**config.mk**
```make
export PLATFORM = sky130hd
export DESIGN_NAME = sst_ctrl
export DESIGN_NICKNAME = d
export VERILOG_FILES = /design/src/sst_pkg.sv /design/src/sst_ctrl.sv
export SDC_FILE = /design/constraint.sdc
export NUM_CORES = 1
export LEC_CHECK = 0
export BUFFER_PORTS_ARGS = -buffer_cell sky130_fd_sc_hd__buf_2
export CORE_MARGIN = 4
export CORE_UTILIZATION = 30
export DETAILED_ROUTE_END_ITERATION = 16
export MAX_ROUTING_LAYER = met4
export PLACE_DENSITY = 0.5
export SLEW_MARGIN = 0
export SYNTH_ARGS = -nofsm -noshare
export SYNTH_HDL_FRONTEND = slang
export SYNTH_SLANG_ARGS = --single-unit
```
**constraint.sdc**
```tcl
create_clock -name clk -period 10.1 [get_ports clk]
set_input_delay 1.01 -clock clk [delete_from_list [all_inputs] [get_ports clk]]
set_output_delay 1.01 -clock clk [all_outputs]
set_load 0.01 [all_outputs]
```
**src/sst_pkg.sv**
```systemverilog
// Shared definitions for the sorted set table: default sizes, opcode
// codes and the width of the reported entry count.
// No dependencies.
package sst_pkg;

  // Default table size and key width
  localparam int DEF_CAPACITY = 1024;
  localparam int DEF_KEY_BITS = 16;

  // Width of the entry count reported with each result
  localparam int COUNT_OUT_BITS = 11;

  // Command opcodes; code 3 is unused and changes nothing
  localparam logic [1:0] OP_MEMBER = 2'd0;
  localparam logic [1:0] OP_INSERT = 2'd1;
  localparam logic [1:0] OP_DELETE = 2'd2;

endpackage

```
**src/sst_ctrl.sv**
```systemverilog
// Sequencer of the sorted set table: walks the key store once per command,
// searching and then shifting entries up (insert) or down (delete).
// Depends on sst_pkg; drives the ports of sst_mem.
module sst_ctrl import sst_pkg::*; #(
  parameter int CAPACITY = DEF_CAPACITY,
  parameter int KEY_BITS = DEF_KEY_BITS,
  parameter int AW       = 10,
  parameter int CW       = 11
) (
  input  logic                      clk,
  input  logic                      rst,
  // command side
  input  logic                      start,
  output logic                      busy,
  input  logic [1:0]                opcode,
  input  logic [KEY_BITS-1:0]       key,
  // result side
  output logic                      done,
  output logic                      success,
  output logic                      full_res,
  output logic [COUNT_OUT_BITS-1:0] entry_count,
  // key store
  output logic                      rd_en,
  output logic [AW-1:0]             rd_addr,
  input  logic [KEY_BITS-1:0]       rd_data,
  output logic                      wr_en,
  output logic [AW-1:0]             wr_addr,
  output logic [KEY_BITS-1:0]       wr_data
);

  typedef enum logic [4:0] {
    ST_IDLE     = 5'b00001,
    ST_SEARCH   = 5'b00010,
    ST_INS_MOVE = 5'b00100,
    ST_INS_TAIL = 5'b01000,
    ST_DEL_MOVE = 5'b10000
  } state_t;

  localparam logic [CW-1:0] CAP = CW'(CAPACITY);

  state_t              state, state_next;
  logic [1:0]          op, op_next;
  logic [KEY_BITS-1:0] key_r, key_next;
  logic [KEY_BITS-1:0] carry, carry_next;
  logic [CW-1:0]       count, count_next;
  logic [CW-1:0]       nxt_addr, nxt_addr_next;
  logic [CW-1:0]       rd_idx;
  logic                rv;
  logic                fin, ok, full;
  logic                last, hit, stop, is_full;

  assign busy    = (state != ST_IDLE);
  assign last    = (CW'(rd_idx + 1'b1) == count);
  assign hit     = (rd_data == key_r);
  assign stop    = (rd_data >= key_r);
  assign is_full = (count >= CAP);

  // Next-state and store access
  always_comb begin
    state_next    = state;
    op_next       = op;
    key_next      = key_r;
    carry_next    = carry;
    count_next    = count;
    nxt_addr_next = nxt_addr;
    rd_en         = 1'b0;
    rd_addr       = nxt_addr[AW-1:0];
    wr_en         = 1'b0;
    wr_addr       = rd_idx[AW-1:0];
    wr_data       = carry;
    fin           = 1'b0;
    ok            = 1'b0;
    full          = 1'b0;

    // keep the read stream going one entry per cycle while scanning
    if ((state == ST_SEARCH || state == ST_INS_MOVE || state == ST_DEL_MOVE) &&
        (nxt_addr < count)) begin
      rd_en         = 1'b1;
      nxt_addr_next = CW'(nxt_addr + 1'b1);
    end

    unique case (state)
      ST_IDLE: begin
        if (start) begin
          op_next    = opcode;
          key_next   = key;
          state_next = ST_SEARCH;
          if (count != '0) begin
            rd_en         = 1'b1;
            rd_addr       = '0;
            nxt_addr_next = CW'(1);
          end
        end
      end

      ST_SEARCH: begin
        if (op != OP_MEMBER && op != OP_INSERT && op != OP_DELETE) begin
          fin = 1'b1;
        end else if (count == '0 || (rv && !stop && last)) begin
          // key belongs after every held entry
          fin = 1'b1;
          if (op == OP_INSERT) begin
            if (is_full) begin
              full = 1'b1;
            end else begin
              wr_en      = 1'b1;
              wr_addr    = count[AW-1:0];
              wr_data    = key_r;
              count_next = CW'(count + 1'b1);
              ok         = 1'b1;
            end
          end
        end else if (rv && stop) begin
          case (op)
            OP_MEMBER: begin
              fin = 1'b1;
              ok  = hit;
            end
            OP_INSERT: begin
              if (hit) begin
                fin = 1'b1;
              end else if (is_full) begin
                fin  = 1'b1;
                full = 1'b1;
              end else begin
                wr_en      = 1'b1;
                wr_data    = key_r;
                carry_next = rd_data;
                state_next = last ? ST_INS_TAIL : ST_INS_MOVE;
              end
            end
            default: begin
              if (!hit) begin
                fin = 1'b1;
              end else if (last) begin
                fin        = 1'b1;
                ok         = 1'b1;
                count_next = CW'(count - 1'b1);
              end else begin
                state_next = ST_DEL_MOVE;
              end
            end
          endcase
        end
      end

      // entry j takes the key displaced from j-1
      ST_INS_MOVE: begin
        wr_en      = 1'b1;
        carry_next = rd_data;
        if (last) begin
          state_next = ST_INS_TAIL;
        end
      end

      ST_INS_TAIL: begin
        wr_en      = 1'b1;
        wr_addr    = count[AW-1:0];
        count_next = CW'(count + 1'b1);
        fin        = 1'b1;
        ok         = 1'b1;
      end

      // entry j moves down to j-1
      ST_DEL_MOVE: begin
        wr_en   = 1'b1;
        wr_addr = AW'(rd_idx - 1'b1);
        wr_data = rd_data;
        if (last) begin
          count_next = CW'(count - 1'b1);
          fin        = 1'b1;
          ok         = 1'b1;
        end
      end

      default: begin
        state_next = ST_IDLE;
      end
    endcase

    if (fin) begin
      state_next = ST_IDLE;
    end
  end

  // Control registers
  always_ff @(posedge clk) begin
    if (rst) begin
      state <= ST_IDLE;
      count <= '0;
      rv    <= 1'b0;
      done  <= 1'b0;
    end else begin
      state <= state_next;
      count <= count_next;
      rv    <= rd_en;
      done  <= fin;
    end
  end

  // Payload registers
  always_ff @(posedge clk) begin
    op       <= op_next;
    key_r    <= key_next;
    carry    <= carry_next;
    nxt_addr <= nxt_addr_next;
    rd_idx   <= CW'(rd_addr);
    if (fin) begin
      success     <= ok;
      full_res    <= full;
      entry_count <= COUNT_OUT_BITS'(count_next);
    end
  end

endmodule

```
==> results of run 1 <==
[layer usage]
layer  vias to the layer above  track usage [%]  share of wire, %
li1                       2908                -                 -
met1                      2791             24.2                47
met2                       159             27.0                46
met3                        29             2.65               5.0
met4                         0             5.71               2.4
met5                         -                -                 0
[flip-flops by register name (all words and copies together), names as in the netlist]
register	count
nxt_addr	11
rd_idx	10
done	1
success	1
full_res	1
carry	16
entry_count	11
key_r	16
rv	1
count	11
state	5
op	2
[worst max-delay path: stages]
cell and delay [ns]:
buf_2 0.12, inv_1 0.05, ha_1 0.30, nand2b_1 0.14, a2111oi_0 0.45, o32ai_1 0.15, a211oi_1 0.43, and4_2 0.38
nor2_1 0.11, a21oi_2 0.14, buf_4 0.33, nor3_1 0.08, a211oi_1 0.26, buf_2 0.18
[synth_stat cells, drive strengths merged, types with 6 or more instances]
cell type	instances	area, um2
a21oi	65	329
nor2	65	244
o21ai	52	260
nor3	51	267
edfxtp	47	1410
nand2	46	175
clkbuf	40	151
dfxtp	39	781
inv	34	128
nand3	33	165
ha	31	388
a211oi	20	150
and2	20	128
o22ai	18	113
buf	17	118
nand4	15	93.8
xor2	14	123
a31oi	12	75.1
nand2b	11	68.8
nor4	11	68.8
and3	8	50.1
mux2	7	78.8
or3	7	43.8
xnor2	7	61.3
mux2i	6	60.1
o211ai	6	45.0
[through the flow]
step,total power (uW),hold slack (ns),instances,cell area (um2),utilization (%)
global placement,692,0.462,1064,6780,33.5
global route,1130,0.517,1080,7110,35.2
floorplan,616,0.446,753,6190,-
finish,1070,0.468,1080,7110,35.2
detailed placement,693,0.464,1064,6780,33.5
CTS,1080,0.473,1080,7110,35.2
[cell families after synthesis]
family,after synthesis,synth area share (%)
and+or+nand+nor,293,24.4
buffers and inverters,91,6.41
AOI/OAI and AO/OA,218,22.3
muxes,13,2.24
adders and majority gates,31,6.27
DFF,86,35.4
xor gates and xnor gates,21,2.97
[worst paths after layout]
check | startpoint | to | cells past startpoint
worst max-delay path | rd_data[0] | wr_data[11] | 14
worst min-delay path | nxt_addr[10]$_DFF_P_ | nxt_addr[10]$_DFF_P_ | 2
worst max register to register | rd_idx[0]$_DFF_P_ | entry_count[0]$_DFFE_PP_ | 9
worst min register to register | nxt_addr[10]$_DFF_P_ | nxt_addr[10]$_DFF_P_ | 2
[power groups by stage]
stage	logic [uW]	clock network [uW]	registers, uW
2_1_floorplan	192	0	423
3_3_place_gp	249	0	443
3_5_place_dp	250	0	444
4_1_cts	252	395	436
5_1_grt	277	407	441
6_report	249	383	436
[cell type report]
| cell class | count | area, um2 |
|---|---|---|
| timing repair buffer | 98 | 513 |
| fill | 2178 | 13100 |
| clock buffer | 9 | 225 |
| tap | 270 | 338 |
| inverter | 34 | 128 |
| sequential | 86 | 2190 |
| multi-input combinational | 576 | 3610 |
| clock inverter | 7 | 113 |
==> impl_metrics.csv, run 1 <==
group,metric,value,unit
outcome,outcome,"finished, final reports clean",
sta,tightestPinTransition,0.840,ns
drt,drt_first_iter_violations,510,
cells_and_area,mostFrequentLayoutCell,"buf_2",
floorplan,die_area,0.0230,mm2
power,power.sequential.fraction,40.8,%
drt,finalWirelength,19.6,mm
drt,vias,5887,
power,p_leak,0.00281,uW
power,switching_power,329,uW
synthesis,synth_top_flop_cell,"edfxtp_1",
floorplan,coreArea,0.0202,mm2
sta,min_period_over_period,51.1,%
global_route,global_route.usage.total,17.7,%
sta,final.min_clock_period,5.16,ns
floorplan,fp.dieH,152,um
clocking,ctsRootBufferMaster,"clkbuf_16",
sta,timing.final.ws_setup,4.94,ns
clocking,cts.sinks,86,
clocking,tritoncts,"yes",
synthesis,yosysWarnings,0,
global_route,grt_antenna_before_repair,0,
synthesis,synthesis.area_per_instance,8.22,um2
synthesis,syn-cell-area,0.00619,mm2
critical_path,timing_worst_setup_path_type,"input pin to output port",
power,peakVddDrop,75.2,uV
critical_path,setup.worst_path.start_class,"input pin",
sta,timing.fmax,194,MHz
placement,detailedPlace.worstSlack,4.96,ns
floorplan,placement_rows,52,
global_route,grt_pass1_wl,30.8,mm
global_route,pin_count_of_the_biggest_net_entering_global_routing,57,
drt,post-route-drc-count,0,
synthesis,synth_edf_count,47,
sta,slew_headroom,44.0,%
placement,finalWeightedCongestion,0.869,
floorplan,die_width,152,um
worst_hold_path,min_path_type,"flop to flop",
critical_path,worstPathRequired,9.09,ns
power,power_per_standard_cell_area,150,mW/mm2
cells_and_area,layout.nets,873,
floorplan,num_io_pins,90,
critical_path,worst-path-max-fanout,33,
sta,final_max_slew_viol_count,0,
power,internal_power,738,uW
drt,avgRoutedWirePerCell,18.2,um
clocking,post_cts_buffers,0,
sta,grt_setup_unrepaired,"no",
floorplan,floorplan.initialDensity,30.6,%
clocking,cts_buffer_depth,2,
synthesis,ys_ff_latch,86,
clocking,post_cts_hold_buffer_count,0,
drt,antenna_violating_nets_post_route,0,
synthesis,synthArstFlopShare,0,%
cells_and_area,syn_to_final_growth,14.9,%
drt,firstDrtPassIters,5,
synthesis,synth.yosys.seq_area_share,35.4,%
synthesis,syn-num-nets,821,
clocking,cts_inserted_buffers,9,
power,comb_power_share,23.3,%
sta,hold_violations,0,
critical_path,arrival,4.15,ns
clocking,clock_tree.htree_level_count,3,
clocking,clk-insertion-delay-late,0.35,ns
synthesis,synthesis.instances,753,
run,max-cap-violations,0,
sta,finalSetupViolations,0,
critical_path,reg2reg_setup_slack,6.16,ns
placement,post_dp_hpwl,14.1,mm
cells_and_area,antenna_cells,0,
power,pwr-share-clk,35.9,%
synthesis,synth_cell_type_count,70,
sta,clock-skew-final,0.0106,ns
critical_path,capturing_element_type_of_the_critical_path,"output port",
global_route,first_global_vias,5562,
cells_and_area,layout.cells.most_common_list,"buf_2, nor2_1, a21oi_1, nor3_1, o21ai_0",
cells_and_area,final_layout_size_suffix_gt1_share,17.0,%
clocking,cts-resized-gates,0,
clocking,clkTransAtPathRegs,0.06,ns
sta,finalSetupTns,0,ns
placement,placement.io_buffers,89,
global_route,globalRoute.totalOverflow,0,
drt,detail_route.vias_per_cell,5.45,
power,switching_share_of_total_power,30.8,%
No activity file was read; power rests on OpenSTA's default activity.
==> run 2: changes to the inputs <==
- ABC_AREA: default -> 1
- clock period: 10.1 -> 4.9 ns (I/O delays scaled with it)
==> run 2 against run 1 <==
Against the previous run: worst setup slack got worse by 4.2 ns; cell count rose by 22%; total power increased to 2.5 times the previous value; largest cell class unchanged; via count increased by 12%; hold slack lost 0.17 ns; largest power group is now combinational cells; highest routed layer unchanged; sequential power grew 120%.
==> impl_metrics.csv, run 2 <==
group,metric,value,unit
critical_path,worstPathRequired,4.41,ns
clocking,cts.sinks,86,
sta,clock-skew-final,0.0137,ns
synthesis,netlist.top_cell.by_area,"edfxtp_1",
power,peakVddDrop,172,uV
critical_path,arrival,3.63,ns
critical_path,cp-startpoint,"rd_idx[0]$_DFF_P_",
critical_path,timing_worst_setup_path_type,"flop to output port",
synthesis,yosysWarnings,0,
power,power_per_standard_cell_area,359,mW/mm2
cells_and_area,finalNonFillerCells,1313,
clocking,cts_inserted_buffers,9,
sta,finalSetupTns,0,ns
global_route,grt_pass1_wl,33.9,mm
global_route,pin_count_of_the_biggest_net_entering_global_routing,31,
global_route,globalRouteMet3Util,2.27,%
cells_and_area,mostFrequentLayoutCell,"nand2_1",
critical_path,capturing_element_type_of_the_critical_path,"output port",
critical_path,critical-path-top-cell-by-count,"nand2_1",
synthesis,yosys.cell_count.top_type,"nand2_1",
global_route,grt_antenna_before_repair,0,
critical_path,cpMaxStageDelayCell,"dfxtp_1",
critical_path,r2r-start,"rd_idx[0]$_DFF_P_",
critical_path,endpoint,"wr_addr[3]",
clocking,post_cts_buffers,0,
placement,post_dp_hpwl,16.1,mm
drt,vias,6584,
sta,timing.fmax,243,MHz
synthesis,synthesis.instances,953,
clocking,cts_buffer_depth,2,
floorplan,num_io_pins,90,
drt,detail_route.vias_per_cell,5.01,
synthesis,syn-num-nets,1021,
synthesis,synth_top_flop_cell,"edfxtp_1",
sta,grt_setup_unrepaired,"no",
worst_hold_path,min_path_type,"input pin to flop",
cells_and_area,syn_to_final_growth,15.5,%
floorplan,die_area,0.0243,mm2
cells_and_area,largestRegisters,"carry: 16 flops, key_r: 16 flops",
sta,final.min_clock_period,4.12,ns
sta,final_max_slew_viol_count,0,
sta,hold_violations,0,
synthesis,synth.yosys.seq_area_share,33.4,%
clocking,clkTransAtPathRegs,0.08,ns
clocking,clock_tree.htree_level_count,3,
drt,drt_first_iter_violations,452,
clocking,tritoncts,"yes",
sta,hold_slack,0.298,ns
critical_path,reg2reg_setup_slack,1.58,ns
drt,finalWirelength,21.1,mm
synthesis,synth_edf_count,47,
floorplan,placement_rows,53,
floorplan,fp.dieH,156,um
global_route,grt-busiest-layer,"met2",
clocking,ctsRootBufferMaster,"clkbuf_16",
sta,min_period_over_period,84.1,%
floorplan,die_width,156,um
cells_and_area,layout.nets,1101,
synthesis,synthesis.area_per_instance,6.88,um2
outcome,outcome,"finished, final reports clean",
critical_path,worst_r2r_endpoint,"state[3]$_SDFFE_PP0P_",
sta,finalSetupViolations,0,
synthesis,synth_cell_type_count,46,
cells_and_area,num-fill-cells,2332,
global_route,globalRoute.totalOverflow,0,
placement,placed_cells,1297,
run,max-cap-violations,0,
cells_and_area,fin_util,35.6,%
global_route,first_global_vias,6011,
cells_and_area,antenna_cells,0,
synthesis,post_synth_main_area_contributors,"edfxtp_1, nand2_1, dfxtp_1",
drt,antenna_violating_nets_post_route,0,
cells_and_area,layout.cells.most_common_list,"nand2_1, inv_1, buf_2, nand3_1",
critical_path,timing.critical_path.slowest_cell_delay,0.53,ns
critical_path,worst-path-max-fanout,21,
critical_path,crit_path_cell_trace,"inv_1 > ha_1 > xnor2_1 > nand2_1 > nor2_1 > nand3_1 > nor2_2 > nand3_2 > o21bai_4 > nand2_1 > buf_4 > o21ai_0 > o2111ai_1 > buf_2",
synthesis,ys_ff_latch,86,
floorplan,floorplan.initialDensity,30.8,%
clocking,cts-resized-gates,0,
synthesis,synth_common_cells,"nand2_1, inv_1, nand3_1, nor2_1, o21ai_0",
drt,post-route-drc-count,0,
cells_and_area,final_layout_size_suffix_gt1_share,14.7,%
cells_and_area,multi_input_comb_area,0.00364,mm2
drt,avgRoutedWirePerCell,16.1,um
clocking,clk-insertion-delay-late,0.36,ns
sta,slew_headroom,46.6,%
cells_and_area,register_area,0.00219,mm2
synthesis,synth.top_cell.area_share,21.5,%
synthesis,synthArstFlopShare,0,%
critical_path,setup.worst_path.start_class,"flop",
critical_path,rr_worst_depth,17,
floorplan,coreArea,0.0213,mm2
global_route,grt.met1_usage,25.4,%
power,p_leak,0.00354,uW
sta,tightestPinTransition,0.797,ns
global_route,groute.layer.met2.usage,27.2,%
placement,finalWeightedCongestion,0.907,
clocking,post_cts_hold_buffer_count,0,
synthesis,syn-cell-area,0.00656,mm2
global_route,global_route.usage.total,18.1,%
placement,placement.io_buffers,89,
drt,firstDrtPassIters,5,
[run 2: cell families (layout without fill, tap and decap cells)]
logic type,count (synthesis),count (layout),synth area share [%]
and+or+nand+nor,450,450,30.0
AOI/OAI and AO/OA,188,188,16.5
buffers and inverters,176,261,11.2
DFF,86,86,33.4
adders and majority gates,31,31,5.91
xor gates and xnor gates,22,22,2.94
[run 2: worst min path at each step]
stage                              start                   end  cells after the start
global route                      key[7]    key_r[7]$_DFFE_PP_                      1
global placement    nxt_addr[10]$_DFF_P_  nxt_addr[10]$_DFF_P_                      2
CTS                              key[11]   key_r[11]$_DFFE_PP_                      1
finish                           key[11]   key_r[11]$_DFFE_PP_                      1
floorplan           nxt_addr[10]$_DFF_P_  nxt_addr[10]$_DFF_P_                      2
detailed placement  nxt_addr[10]$_DFF_P_  nxt_addr[10]$_DFF_P_                      2
[run 2: worst max-delay path: cells and delay by family, from the launching register on]
kind | cells | cell delay [ns]
compound gates | 3 | 0.96
simple gates | 6 | 0.67
buf+inv | 3 | 0.56
flops | 1 | 0.53
fa+ha+maj | 1 | 0.37
xor+xnor | 1 | 0.17
[run 2: final cells by class]
| type | count | area share [%] |
|---|---|---|
| sequential | 86 | 28.9 |
| clock inverter | 7 | 0.941 |
| multi-input combinational | 691 | 48.0 |
| clock buffer | 9 | 2.97 |
| inverter | 136 | 6.74 |
| timing repair buffer | 109 | 7.86 |
| tap | 275 | 4.54 |
[run 2: power breakdown]
part	internal [uW]	switching, uW	total, uW
sequential	857	90.9	948
combinational	366	717	1080
clock	362	325	688
[run 2: metrics by stage]
| step | instance area, um2 | total power, uW | worst slack [ns] |
|---|---|---|---|
| floorplan | 6560 | 1730 | 2.02 |
| global placement | 7280 | 2040 | 1.23 |
| detailed placement | 7280 | 2040 | 1.23 |
| CTS | 7580 | 2740 | 0.825 |
| global route | 7580 | 2920 | 0.495 |
| finish | 7580 | 2720 | 0.781 |
[run 2: per-layer routing]
| metal | vias to the layer above | share of wire [%] |
|---|---|---|
| met5 | - | 0 |
| met4 | 0 | 1.6 |
| met3 | 25 | 5.6 |
| met2 | 203 | 45 |
| met1 | 3011 | 48 |
| li1 | 3345 | - |
==> run 3: changes to the inputs <==
- PLACE_DENSITY: 0.5 -> 0.52
- clock period: 4.9 -> 3.41 ns (I/O delays scaled with it)
==> run 3 against run 2 <==
Against the previous run: first-iteration DRC count is 7.3% higher; clock-buffer cell count is the same; largest cell class unchanged; global-route usage is 0.094 points higher; critical endpoint is now wr_data[13]; clock skew increased by 0.0013 ns; sequential share of layout area shrank 1.6 points; hold slack got worse by 0.14 ns; sequential cell count stayed put; routed wire length rose by 3.3%; total power rose by 55%; sequential power increased by 41%; clock power increased by 57%.
==> impl_metrics.csv, run 3 (synthesis results as in run 2) <==
group,metric,value,unit
clocking,cts_buffer_depth,2,
drt,vias,6691,
cells_and_area,layout.nets,1134,
global_route,first_global_vias,6134,
clocking,clock_tree.htree_level_count,3,
global_route,global_route.usage.total,18.2,%
power,peakVddDrop,275,uV
clocking,cts.sinks,86,
critical_path,setup.worst_path.start_class,"flop",
critical_path,rr_worst_depth,15,
cells_and_area,num-fill-cells,2250,
power,totalPowerFinal,4210,uW
critical_path,cpMaxStageDelayCell,"dfxtp_2",
sta,min_period_over_period,94.5,%
cells_and_area,antenna_cells,0,
sta,slew_headroom,59.8,%
floorplan,floorplan.initialDensity,30.8,%
cells_and_area,final_layout_size_suffix_gt1_share,19.9,%
drt,drt_first_iter_violations,485,
clocking,clk-insertion-delay-late,0.36,ns
floorplan,fp.dieH,156,um
power,power_per_standard_cell_area,523,mW/mm2
run,max-cap-violations,0,
global_route,globalRoute.totalOverflow,0,
placement,post_dp_hpwl,16.4,mm
drt,antenna_violating_nets_post_route,0,
drt,firstDrtPassIters,5,
placement,finalWeightedCongestion,0.926,
critical_path,reg2reg_setup_slack,0.46,ns
drt,post-route-drc-count,0,
sta,finalSetupViolations,0,
clocking,cts_inserted_buffers,9,
sta,hold_violations,0,
critical_path,capturing_element_type_of_the_critical_path,"output port",
cells_and_area,layout.cells.most_common_list,"nand2_1, inv_1, buf_2, nand3_1, nor2_1",
clocking,post_cts_hold_buffer_count,0,
power,p_leak,0.00374,uW
sta,tightestPinTransition,0.601,ns
floorplan,placement_rows,53,
global_route,pin_count_of_the_biggest_net_entering_global_routing,30,
drt,detail_route.vias_per_cell,4.97,
worst_hold_path,min_path_type,"input pin to flop",
worst_hold_path,holdPathStages,1,
cells_and_area,syn_to_final_growth,22.7,%
global_route,grt_antenna_before_repair,0,
floorplan,die_area,0.0243,mm2
clocking,tritoncts,"yes",
outcome,outcome,"finished, final reports clean",
cells_and_area,mostFrequentLayoutCell,"nand2_1",
floorplan,coreArea,0.0213,mm2
sta,final.min_clock_period,3.22,ns
floorplan,num_io_pins,90,
sta,timing.final.ws_setup,0.187,ns
cells_and_area,largestRegisters,"carry: 16 flops, key_r: 16 flops",
sta,clock-skew-final,0.0150,ns
sta,timing.fmax,310,MHz
cells_and_area,final_area,0.00805,mm2
drt,finalWirelength,21.8,mm
clocking,ctsRootBufferMaster,"clkbuf_16",
critical_path,crit_path_cell_trace,"buf_6 > ha_2 > nand2_2 > nor2_4 > nand2_1 > nand3_2 > nand3_1 > nor2_2 > nand3_2 > o21bai_4 > buf_8 > a21oi_1 > o21ai_0 > nand3_1 > o211ai_1 > buf_2",
placement,dpl-instance-area,0.00742,mm2
critical_path,worst-path-max-fanout,29,
placement,placement.io_buffers,89,
placement,detailedPlace.worstSlack,0.295,ns
clocking,clkTransAtPathRegs,0.07,ns
critical_path,timing_worst_setup_path_type,"flop to output port",
drt,avgRoutedWirePerCell,16.2,um
global_route,grt_pass1_wl,33.9,mm
critical_path,worstPathRequired,3.07,ns
critical_path,timing.critical_path.slowest_cell_delay,0.33,ns
floorplan,die_width,156,um
critical_path,arrival,2.88,ns
sta,final_max_slew_viol_count,0,
run 3: changes by cell type in the layout (fill, tap and decap cells not counted), moves of 4 or more:
cell and delta:
buf_4 +26, ha_1 -7, ha_4 +6, nand2_1 -5, inv_1 -5, inv_2 +4, dfxtp_1 -4, inv_8 -4
dfxtp_2 +4
run 3: critical path: cells and delay by family (launching register included):
kind,cells,cell delay [ns]
simple gates,8,0.92
buf+inv,3,0.53
fa+ha+maj,1,0.19
flops,1,0.33
compound gates,4,0.53
run 3: layer usage:
| layer | part of all wire, % | up-vias | GRT usage, % |
|---|---|---|---|
| met3 | 6.1 | 25 | 2.69 |
| li1 | - | 3401 | - |
| met2 | 45 | 208 | 27.7 |
| met4 | 1.5 | 0 | 4.79 |
| met5 | 0 | - | - |
| met1 | 48 | 3057 | 25.3 |
run 3: area by class of cell:
| type | instances | area, um2 | share of cell area [%] |
|---|---|---|---|
| inverter | 136 | 513 | 6.37 |
| sequential | 86 | 2200 | 27.3 |
| tap | 275 | 344 | 4.27 |
| clock buffer | 9 | 225 | 2.80 |
| clock inverter | 7 | 97.6 | 1.21 |
| multi-input combinational | 692 | 3790 | 47.1 |
| timing repair buffer | 141 | 881 | 10.9 |
run 3: timing repair:
action	CTS	global route
endpoints found under the setup margin	6	27
buffers inserted	0	11
resized for setup	2	43
pin swaps	1	19
gates cloned	0	3
run 3: final timing paths:
| check | startpoint | end |
|---|---|---|
| min reg2reg | nxt_addr[10]$_DFF_P_ | nxt_addr[10]$_DFF_P_ |
| min | key[10] | key_r[10]$_DFFE_PP_ |
| max reg2reg | rd_idx[0]$_DFF_P_ | entry_count[6]$_DFFE_PP_ |
| max | rd_idx[0]$_DFF_P_ | wr_data[13] |
run 3: metrics by stage:
step	hold WS, ns	TNS (ns)	cells	utilization [%]
floorplan	0.410	0	953	-
global placement	0.457	0	1316	34.9
detailed placement	0.467	0	1316	34.9
CTS	0.139	0	1332	36.4
global route	0.146	-0.0102	1346	37.8
finish	0.156	0	1346	37.8
run 3: report_power, final:
| part | switching, uW | total, uW | internal [uW] |
|---|---|---|---|
| logic | 1130 | 1790 | 665 |
| clock network | 435 | 1080 | 644 |
| registers | 106 | 1340 | 1230 |
